## config.mk

```make
export PLATFORM = sky130hd
export DESIGN_NAME = decimal_number_parser_core_flat
export DESIGN_NICKNAME = d
export VERILOG_FILES = /design/src/rtl/dnp_pkg.sv /design/src/rtl/dnp_if.sv /design/src/rtl/decimal_number_parser_core.sv /design/src/rtl/dnp_in_stage.sv /design/src/rtl/dnp_step.sv /design/src/rtl/dnp_out_stage.sv /design/src/flat_wrapper.sv
export SDC_FILE = /design/constraint.sdc
export NUM_CORES = 1
export LEC_CHECK = 0
export BUFFER_PORTS_ARGS = -buffer_cell sky130_fd_sc_hd__buf_2
export CAP_MARGIN = 20
export CORE_UTILIZATION = 30
export CTS_BUF_LIST = sky130_fd_sc_hd__clkbuf_4
export CTS_CLUSTER_DIAMETER = 60
export DETAILED_ROUTE_END_ITERATION = 6
export PLACE_DENSITY_LB_ADDON = 0.08
export REMOVE_ABC_BUFFERS = 1
export SLEW_MARGIN = 15
export SYNTH_ARGS = -nofsm -noshare
export SYNTH_HDL_FRONTEND = slang
export SYNTH_SLANG_ARGS = --single-unit
```

## constraint.sdc

```tcl
create_clock -name clk_i -period 4.6 [get_ports clk_i]
set_input_delay 0.46 -clock clk_i [delete_from_list [all_inputs] [get_ports clk_i]]
set_output_delay 0.46 -clock clk_i [all_outputs]
set_load 0.01 [all_outputs]
```

## src/rtl/dnp_pkg.sv

```systemverilog
// ----------------------------------------------------------------------------
// Decimal number parser package
// Types, character codes and limits shared by the parser modules.
// ----------------------------------------------------------------------------
`default_nettype none

package dnp_pkg;

  localparam int unsigned CharW       = 16;
  localparam int unsigned MantissaW   = 64;
  localparam int unsigned FracW       = 7;
  localparam int unsigned MantWidthDef = 64;

  localparam logic [CharW-1:0] CH_ZERO  = 16'h0030;
  localparam logic [CharW-1:0] CH_NINE  = 16'h0039;
  localparam logic [CharW-1:0] CH_POINT = 16'h002E;
  localparam logic [CharW-1:0] CH_MINUS = 16'h002D;
  localparam logic [CharW-1:0] CH_PLUS  = 16'h002B;

  localparam logic [FracW-1:0] FRAC_MAX = 7'd127;

  typedef enum logic [3:0] {
    PH_START = 4'b0001,
    PH_INT   = 4'b0010,
    PH_POINT = 4'b0100,
    PH_FRAC  = 4'b1000
  } phase_e;

  typedef struct packed {
    logic [CharW-1:0] character;
    logic             is_last;
    logic             no_char;
  } item_t;

  typedef struct packed {
    logic                 valid_res;
    logic                 negative;
    logic [MantissaW-1:0] mantissa;
    logic [FracW-1:0]     fraction_digits;
  } result_t;

endpackage

`default_nettype wire

```

## src/rtl/dnp_if.sv

```systemverilog
// ----------------------------------------------------------------------------
// Decimal number parser channels
// Valid/ready interfaces for the character and result channels.
// ----------------------------------------------------------------------------
`default_nettype none

interface dnp_in_if;
  logic        valid;
  logic        ready;
  logic [15:0] character;
  logic        is_last;
  logic        no_char;

  modport source (output valid, output character, output is_last, output no_char,
                  input ready);
  modport sink   (input valid, input character, input is_last, input no_char,
                  output ready);
endinterface

interface dnp_out_if;
  logic        valid;
  logic        ready;
  logic        valid_res;
  logic        negative;
  logic [63:0] mantissa;
  logic [6:0]  fraction_digits;

  modport source (output valid, output valid_res, output negative, output mantissa,
                  output fraction_digits, input ready);
  modport sink   (input valid, input valid_res, input negative, input mantissa,
                  input fraction_digits, output ready);
endinterface

`default_nettype wire

```

## src/rtl/decimal_number_parser_core.sv

```systemverilog
// ----------------------------------------------------------------------------
// Decimal number parser core
// Parses a signed decimal number from a stream of UTF-16 code units.
//
// Usage:
//   in_i carries one code unit per transfer with is_last marking the end of
//   the string; no_char set means the transfer carries no character and only
//   closes (or pads) the string. out_o delivers one result per string on the
//   transfer that carries is_last: valid_res, negative, the mantissa holding
//   all digits, and the fraction digit count (saturating at 127). An invalid
//   string reports all other fields as zero.
//   The result of the closing input transfer passes the input register,
//   then the result register, before it shows on out_o.
//   Throughput: one character per cycle unless the input stalls, set by the
//   combinational multiply-by-ten shift-add feeding the accumulator register.
//   Reset clears the parse state and the valid flags of both stages; the
//   first string starts right after reset is released.
//   When the receiver holds ready low, the result is held; the input keeps
//   taking characters that do not close a string, and stalls on a closing
//   transfer until the result register frees up.
// ----------------------------------------------------------------------------
`default_nettype none

module decimal_number_parser_core #(
  parameter int unsigned MANTISSA_WIDTH = dnp_pkg::MantWidthDef
) (
  input  wire logic clk_i,
  input  wire logic rst_ni,
  dnp_in_if.sink    in_i,
  dnp_out_if.source out_o
);
  import dnp_pkg::*;

  logic    in_vld, out_free, fire, load;
  item_t   item;
  result_t result;

  assign fire = in_vld && (!item.is_last || out_free);
  assign load = fire && item.is_last;

  dnp_in_stage u_in_stage (
    .clk_i     (clk_i),
    .rst_ni    (rst_ni),
    .in_i      (in_i),
    .advance_i (fire),
    .vld_o     (in_vld),
    .item_o    (item)
  );

  dnp_step #(
    .MantissaWidth (MANTISSA_WIDTH)
  ) u_step (
    .clk_i    (clk_i),
    .rst_ni   (rst_ni),
    .fire_i   (fire),
    .item_i   (item),
    .result_o (result)
  );

  dnp_out_stage u_out_stage (
    .clk_i    (clk_i),
    .rst_ni   (rst_ni),
    .out_o    (out_o),
    .load_i   (load),
    .result_i (result),
    .free_o   (out_free)
  );

endmodule

`default_nettype wire

```

## src/rtl/dnp_in_stage.sv

```systemverilog
// ----------------------------------------------------------------------------
// Decimal number parser input stage
// Registers one character transfer ahead of the parse step.
// ----------------------------------------------------------------------------
`default_nettype none

module dnp_in_stage (
  input  wire logic   clk_i,
  input  wire logic   rst_ni,
  dnp_in_if.sink      in_i,
  input  wire logic   advance_i,
  output logic        vld_o,
  output dnp_pkg::item_t item_o
);
  import dnp_pkg::*;

  logic  vld_q;
  item_t item_q;

  assign in_i.ready = !vld_q || advance_i;

  always_ff @(posedge clk_i or negedge rst_ni) begin
    if (!rst_ni) begin
      vld_q <= 1'b0;
    end else if (in_i.ready) begin
      vld_q <= in_i.valid;
    end
  end

  always_ff @(posedge clk_i) begin
    if (in_i.valid && in_i.ready) begin
      item_q.character <= in_i.character;
      item_q.is_last   <= in_i.is_last;
      item_q.no_char   <= in_i.no_char;
    end
  end

  assign vld_o  = vld_q;
  assign item_o = item_q;

endmodule

`default_nettype wire

```

## src/rtl/dnp_step.sv

```systemverilog
// ----------------------------------------------------------------------------
// Decimal number parser step
// Holds the parse state and applies one character per cycle when fire_i is set.
// ----------------------------------------------------------------------------
`default_nettype none

module dnp_step #(
  parameter int unsigned MantissaWidth = dnp_pkg::MantWidthDef
) (
  input  wire logic            clk_i,
  input  wire logic            rst_ni,
  input  wire logic            fire_i,
  input  wire dnp_pkg::item_t  item_i,
  output dnp_pkg::result_t     result_o
);
  import dnp_pkg::*;

  localparam int unsigned ProdW = MantissaWidth + 4;

  phase_e                   phase_q, phase_d, phase_n;
  logic                     failed_q, failed_d;
  logic                     minus_q, minus_d;
  logic [MantissaWidth-1:0] acc_q, acc_d;
  logic [FracW-1:0]         frac_q, frac_d;

  logic             is_digit, is_point, is_plus, is_minus, take, ovf, ok;
  logic [ProdW-1:0] acc_ext, prod;

  assign is_digit = (item_i.character >= CH_ZERO) && (item_i.character <= CH_NINE);
  assign is_point = item_i.character == CH_POINT;
  assign is_plus  = item_i.character == CH_PLUS;
  assign is_minus = item_i.character == CH_MINUS;
  assign take     = !item_i.no_char && !failed_q;

  // acc * 10 + digit as (acc << 3) + (acc << 1) + digit
  assign acc_ext = {4'b0000, acc_q};
  assign prod    = (acc_ext << 3) + (acc_ext << 1)
                 + {{(ProdW-4){1'b0}}, item_i.character[3:0]};
  assign ovf     = |prod[ProdW-1:MantissaWidth];

  always_comb begin
    phase_d  = phase_q;
    failed_d = failed_q;
    minus_d  = minus_q;
    acc_d    = acc_q;
    frac_d   = frac_q;
    if (take) begin
      unique case (phase_q)
        PH_START: begin
          if (is_plus) begin
            phase_d = PH_INT;
          end else if (is_minus) begin
            minus_d = 1'b1;
            phase_d = PH_INT;
          end else if (is_digit) begin
            acc_d   = prod[MantissaWidth-1:0];
            phase_d = PH_INT;
          end else begin
            failed_d = 1'b1;
          end
        end
        PH_INT: begin
          if (is_digit) begin
            if (ovf) begin
              failed_d = 1'b1;
            end else begin
              acc_d = prod[MantissaWidth-1:0];
            end
          end else if (is_point) begin
            phase_d = PH_POINT;
          end else begin
            failed_d = 1'b1;
          end
        end
        PH_POINT, PH_FRAC: begin
          if (!is_digit || ovf) begin
            failed_d = 1'b1;
          end else begin
            acc_d   = prod[MantissaWidth-1:0];
            phase_d = PH_FRAC;
            if (frac_q != FRAC_MAX) begin
              frac_d = frac_q + 7'd1;
            end
          end
        end
        default: begin
          failed_d = 1'b1;
        end
      endcase
    end
  end

  assign ok = !failed_d && (phase_d != PH_POINT);

  always_comb begin
    result_o.valid_res       = ok;
    result_o.negative        = ok && minus_d;
    result_o.mantissa        = ok ? {{(MantissaW-MantissaWidth){1'b0}}, acc_d}
                                  : '0;
    result_o.fraction_digits = ok ? frac_d : '0;
  end

  // drop back to the start state after the closing transfer
  assign phase_n = item_i.is_last ? PH_START : phase_d;

  always_ff @(posedge clk_i or negedge rst_ni) begin
    if (!rst_ni) begin
      phase_q  <= PH_START;
      failed_q <= 1'b0;
      minus_q  <= 1'b0;
      acc_q    <= '0;
      frac_q   <= '0;
    end else if (fire_i) begin
      phase_q  <= phase_n;
      failed_q <= item_i.is_last ? 1'b0 : failed_d;
      minus_q  <= item_i.is_last ? 1'b0 : minus_d;
      acc_q    <= item_i.is_last ? '0 : acc_d;
      frac_q   <= item_i.is_last ? '0 : frac_d;
    end
  end

endmodule

`default_nettype wire

```

## src/rtl/dnp_out_stage.sv

```systemverilog
// ----------------------------------------------------------------------------
// Decimal number parser output stage
// Result register that drives the result channel.
// ----------------------------------------------------------------------------
`default_nettype none

module dnp_out_stage (
  input  wire logic             clk_i,
  input  wire logic             rst_ni,
  dnp_out_if.source             out_o,
  input  wire logic             load_i,
  input  wire dnp_pkg::result_t result_i,
  output logic                  free_o
);
  import dnp_pkg::*;

  logic    vld_q;
  result_t res_q;

  assign free_o = !vld_q || out_o.ready;

  always_ff @(posedge clk_i or negedge rst_ni) begin
    if (!rst_ni) begin
      vld_q <= 1'b0;
    end else if (free_o) begin
      vld_q <= load_i;
    end
  end

  always_ff @(posedge clk_i) begin
    if (load_i) begin
      res_q <= result_i;
    end
  end

  assign out_o.valid           = vld_q;
  assign out_o.valid_res       = res_q.valid_res;
  assign out_o.negative        = res_q.negative;
  assign out_o.mantissa        = res_q.mantissa;
  assign out_o.fraction_digits = res_q.fraction_digits;

endmodule

`default_nettype wire

```

## src/flat_wrapper.sv

```systemverilog
// flat-port wrapper written by rule: the top's interface ports become plain ports
module decimal_number_parser_core_flat import dnp_pkg::*;
#(
  parameter int unsigned MANTISSA_WIDTH = dnp_pkg::MantWidthDef
)
  (clk_i, rst_ni, in_i_valid, in_i_character, in_i_is_last, in_i_no_char, in_i_ready, out_o_valid, out_o_valid_res, out_o_negative, out_o_mantissa, out_o_fraction_digits, out_o_ready);
  dnp_in_if in_i_i ();
  dnp_out_if out_o_i ();
  input  wire logic clk_i;
  input  wire logic rst_ni;
  input wire logic [$bits(in_i_i.valid)-1:0] in_i_valid;
  input wire logic [$bits(in_i_i.character)-1:0] in_i_character;
  input wire logic [$bits(in_i_i.is_last)-1:0] in_i_is_last;
  input wire logic [$bits(in_i_i.no_char)-1:0] in_i_no_char;
  output wire logic [$bits(in_i_i.ready)-1:0] in_i_ready;
  output wire logic [$bits(out_o_i.valid)-1:0] out_o_valid;
  output wire logic [$bits(out_o_i.valid_res)-1:0] out_o_valid_res;
  output wire logic [$bits(out_o_i.negative)-1:0] out_o_negative;
  output wire logic [$bits(out_o_i.mantissa)-1:0] out_o_mantissa;
  output wire logic [$bits(out_o_i.fraction_digits)-1:0] out_o_fraction_digits;
  input wire logic [$bits(out_o_i.ready)-1:0] out_o_ready;
  assign in_i_i.valid = in_i_valid;
  assign in_i_i.character = in_i_character;
  assign in_i_i.is_last = in_i_is_last;
  assign in_i_i.no_char = in_i_no_char;
  assign in_i_ready = in_i_i.ready;
  assign out_o_valid = out_o_i.valid;
  assign out_o_valid_res = out_o_i.valid_res;
  assign out_o_negative = out_o_i.negative;
  assign out_o_mantissa = out_o_i.mantissa;
  assign out_o_fraction_digits = out_o_i.fraction_digits;
  assign out_o_i.ready = out_o_ready;
  decimal_number_parser_core #(.MANTISSA_WIDTH(MANTISSA_WIDTH)) u_core (.clk_i(clk_i), .rst_ni(rst_ni), .in_i(in_i_i), .out_o(out_o_i));
endmodule
```

==> metrics.md <==
| Metric | Value |
|---|---|
| Met1 Use GR | `around 28%` |
| PwrDens | `just over 200 nW/um^2` |
| Initial antenna violation count | `1` |
| Synth warn | `0` |
| Cell Area, Synth | `roughly 13,000 sq um` |
| Fin crit period | `roughly 4.5 ns` |
| Status | `finished clean` |
| Vias per Instance | `5.44` |
| Final Slew Violations | `0` |
| Critical path type | `register to register` |
| Ys flop type | `edfxtp_1` |
| Synth area leaders | `edfxtp_1 (21%), dfrtp_1 (15%), ha_1 (13%), o21ai_0 (4.5%), a21oi_2 (4.5%)` |
| CP arrival | `approximately 5 ns` |
| Net switching power | `954 uW` |
| Clock network power share | `31.8%` |
| Reg2reg start | `u_core.u_step.acc_q[13]$_DFFE_PN0P_` |
| Setup crit end kind | `register` |
| Latest clock arrival within the worst-skew pair | `0.69 ns` |
| Async SR Flop Fraction | `a little under half` |
| Slew @ Worst Pin | `approximately 0.90 ns` |
| Synthesis-to-finish area growth | `19.5%` |
| GRT Total Usage | `about a fifth` |
| GRT overflow | `0` |
| Max VDD drop | `approximately 0.18 mV` |
| CTS Sinks | `170` |
| Startpoint types | `register` |
| Maximum fanout along the worst path | `9` |
| Die Span X | `roughly 210 microns` |
| Met3 Track Usage GR | `roughly 2.4%` |
| Final number of setup-violating endpoints | `0` |
| Final wirelength | `42.3 mm` |
| TritonCTS clock tree | `built` |
| Worst-case clock buffer depth | `2` |
| Busiest grt layer | `met2` |
| Max-slew headroom | `around two fifths` |
| Top-area cell type share of the netlist area | `about 21%` |
| Multi-input logic area | `slightly below 8000 sq um` |
| Nets | `~1,600` |
| Largest net degree at the start of global routing | `75` |
| Fmax achieved | `between 200 and 250 MHz` |
| Worst path required time | `5.14 ns` |
| Total CTS buffers | `17` |
| Fill count | `~4,300` |
| Static leakage | `0.00654 uW` |
| Avg Inst Size Synth | `between 9 and 10 sq um` |
| Vias in the first global route | `11,239` |
| Setup TNS | `0 ns` |
| Register area | `4710 sq um` |
| Die H | `208 microns` |
| DR DRC count | `0` |
| Worst-path clk slew | `~0.17 ns` |
| Rows | `75` |
| Post-synth top area cell | `edfxtp_1` |
| IO buf count | `between 90 and 100` |
| Pint | `about 2200 uW` |
| Clock skew | `around 0.043 ns` |
| DRT Pass-1 Iters | `5` |
| DPL Wire Length | `between 20 and 30 mm` |
| Initial DRC count | `670` |
| Fin crit share | `between 90% and 100%` |
| Vias | `approximately 11,000` |
| Synth Instances | `1,342` |
| H-tree levels | `4` |
| Maxcap violations | `0` |
| Wire per inst | `between 20 and 25 microns` |
| Sequential Power Share | `54.3%` |
| FF-to-FF End | `u_core.u_out_stage.out_o.mantissa[58]$_SDFFCE_PN0P_` |
| Final hold violation count | `0` |
| Antenna viol nets, final | `0` |
| Sw frac | `approximately 30%` |
| Reg2reg setup slack | `roughly 0.13 ns` |
| # IOs | `just under 100` |
| Synth Register Bits | `170` |
| Hold slack | `about 0.38 ns` |
| RePlAce Congestion | `0.864` |
| First-pass GRT wire length | `roughly 65 mm` |
| Reg2Reg Depth | `16` |
| Grt met2 use | `~30%` |
| Root Driver | `clkbuf_4` |
| Die ar. | `~43,000 sq um` |
| Logic pwr share | `14.0%` |
| Starting Density | `a little under a third` |
| Distinct cell type count after synthesis | `83` |
| Total core area | `41,900 sq um` |
| Number of flops mapped to enable cells by yosys | `roughly 90` |
| Unrepaired setup endpoints after global routing | `yes` |
| Worst Hold Class | `primary input to async pin` |
| Layout cell share with drive strength beyond 1 | `24.3%` |
| Post-synthesis sequential area ratio | `around 37%` |
-- worst max-delay path by stage --
stage,startpoint,to,slack [ns],cells past startpoint
after floorplan,u_core.u_step.acc_q[0]$_DFFE_PN0P_,u_core.u_out_stage.out_o.mantissa[41]$_SDFFCE_PN0P_,-1.74,15
after global placement,u_core.u_step.acc_q[0]$_DFFE_PN0P_,u_core.u_out_stage.out_o.mantissa[25]$_SDFFCE_PN0P_,0.02,16
after detailed placement,u_core.u_step.acc_q[0]$_DFFE_PN0P_,u_core.u_out_stage.out_o.mantissa[21]$_SDFFCE_PN0P_,-0.12,16
after CTS,u_core.u_step.acc_q[0]$_DFFE_PN0P_,u_core.u_out_stage.out_o.mantissa[58]$_SDFFCE_PN0P_,0.005,17
after global routing,u_core.u_in_stage.item_o[5]$_DFFE_PP_,u_core.u_step.acc_q[36]$_DFFE_PN0P_,-0.06,19
final,u_core.u_step.acc_q[13]$_DFFE_PN0P_,u_core.u_out_stage.out_o.mantissa[58]$_SDFFCE_PN0P_,0.13,16
-- cell usage in the layout (no fill, tap or decap), types with 6 or more instances in the layout --
cell	netlist	routed
buf_2	25	95
clkbuf_4	0	19
o21bai_1	13	13
a21oi_2	66	68
a32o_1	10	10
xor2_1	33	33
xnor2_1	31	31
inv_1	30	27
buf_6	9	9
o21ai_1	8	9
buf_4	1	70
nand3_1	71	71
nor4_1	8	7
o21ai_0	116	114
edfxtp_1	91	91
ha_1	128	127
o2bb2ai_1	45	38
o2bb2ai_2	0	7
dlygate4sd3_1	0	21
and3_1	14	12
nand4_1	27	27
nor2b_1	7	7
nor2_1	51	49
and2_1	16	16
nor3_1	22	19
buf_12	0	9
a21o_1	30	29
dfrtp_1	78	78
a21oi_1	99	94
clkbuf_16	0	7
o211ai_1	11	11
or3_1	8	6
a31oi_1	15	15
nand2_1	105	104
-- metrics by stage --
| stage | instances | util (%) | power, uW | setup slack [ns] | instance area (sq um) |
|---|---|---|---|---|---|
| 5_1_grt | 2036 | 36.4 | 3220 | -0.0598 | 15200 |
| 6_report | 2036 | 36.4 | 3110 | 0.127 | 15200 |
| 4_1_cts | 2020 | 35.2 | 3090 | 0.00464 | 14800 |
| 3_5_place_dp | 1964 | 33.9 | 2060 | -0.119 | 14200 |
| 3_3_place_gp | 1964 | 33.9 | 2060 | 0.0216 | 14200 |
| 2_1_floorplan | 1249 | - | 1870 | -1.74 | 12300 |
-- power by group through the flow --
stage / Combinational [uW] / Sequential, uW / Clock, uW
after global routing: 467 / 1690 / 1060
final: 433 / 1690 / 987
after CTS: 371 / 1690 / 1030
after floorplan: 145 / 1720 / 0
after global placement: 342 / 1720 / 0
after detailed placement: 345 / 1720 / 0
-- routing by layer --
layer / wire (microns) / up-vias / part of all wire [%]
met5: 0 / - / 0
met4: 573 / 0 / 1.4
met3: 1180 / 27 / 2.8
met2: 19100 / 164 / 45
met1: 21400 / 5492 / 51
li1: - / 5387 / -
-- layout make-up --
cell class	instances	share of cell area (%)
antenna	1	0.0164
sequential	170	30.9
clock buffer	19	0.935
tap	539	4.42
clock inverter	13	0.944
multi-input combinational	1048	50.5
inverter	31	0.771
timing repair buffer	215	11.5
-- repair_timing --
action | CTS | global route
endpoints found under the setup margin | 74 | 136
buffers inserted | 3 | 5
hold endpoints to repair | 68 | 0
pin swaps | 5 | 24
resized for setup | 5 | 48
hold buffers | 21 | 0
gates cloned | 0 | 10
-- flip-flops by register name (all words and copies together) (netlist names), 4 cells and up --
register                                  cells
u_core.u_step.acc_q                          64
u_core.u_out_stage.out_o.fraction_digits      7
u_core.u_step.frac_q                          7
u_core.u_out_stage.out_o.mantissa            64
u_core.u_step.phase_q                         4
u_core.u_in_stage.item_o                     18
-- cells by family (layout without fill, tap and decap cells) --
| kind of cell | count (synthesis) | after routing | share of synthesized area, % |
|---|---|---|---|
| simple gates | 362 | 362 | 14.2 |
| flops | 170 | 170 | 36.9 |
| xor+xnor | 64 | 64 | 4.39 |
| fa+ha+maj | 130 | 130 | 12.9 |
| buf+inv | 124 | 278 | 4.45 |
| other cells | 0 | 1 | 0 |
| compound gates | 489 | 489 | 26.9 |
| mux | 3 | 3 | 0.265 |
-- cells in the mapped netlist, types with 6 or more instances --
library cell    n
and3_1         14
nor2b_1         7
nor2_1         51
xnor2_1        31
clkbuf_1       53
inv_1          30
and2_1         16
nand4_1        27
a31oi_1        15
nor4_1          8
edfxtp_1       91
nand2b_1        6
buf_6           9
a21oi_1        99
nand2_1       105
buf_2          25
o21ai_1         8
a32o_1         10
dfrtp_1        78
ha_1          128
a21o_1         30
a21oi_2        66
xor2_1         33
or3_1           8
o211ai_1       11
nor3_1         22
nand3_1        71
a221o_1         6
o21bai_1       13
o21ai_0       116
o2bb2ai_1      45
-- worst max-delay path, stage by stage (launching register included) --
cell	delay [ns]
dfrtp_1	0.47
ha_1	0.32
ha_1	0.42
nand4_1	0.24
nor3b_1	0.50
a211oi_1	0.08
buf_4	0.17
o211ai_2	0.26
and4_4	0.29
o21a_1	0.13
o221ai_2	0.09
and4bb_4	0.40
a21oi_4	0.08
a221o_4	0.43
buf_12	0.17
clkbuf_16	0.17
a21oi_2	0.09
Power figures use the tool's default switching activity.
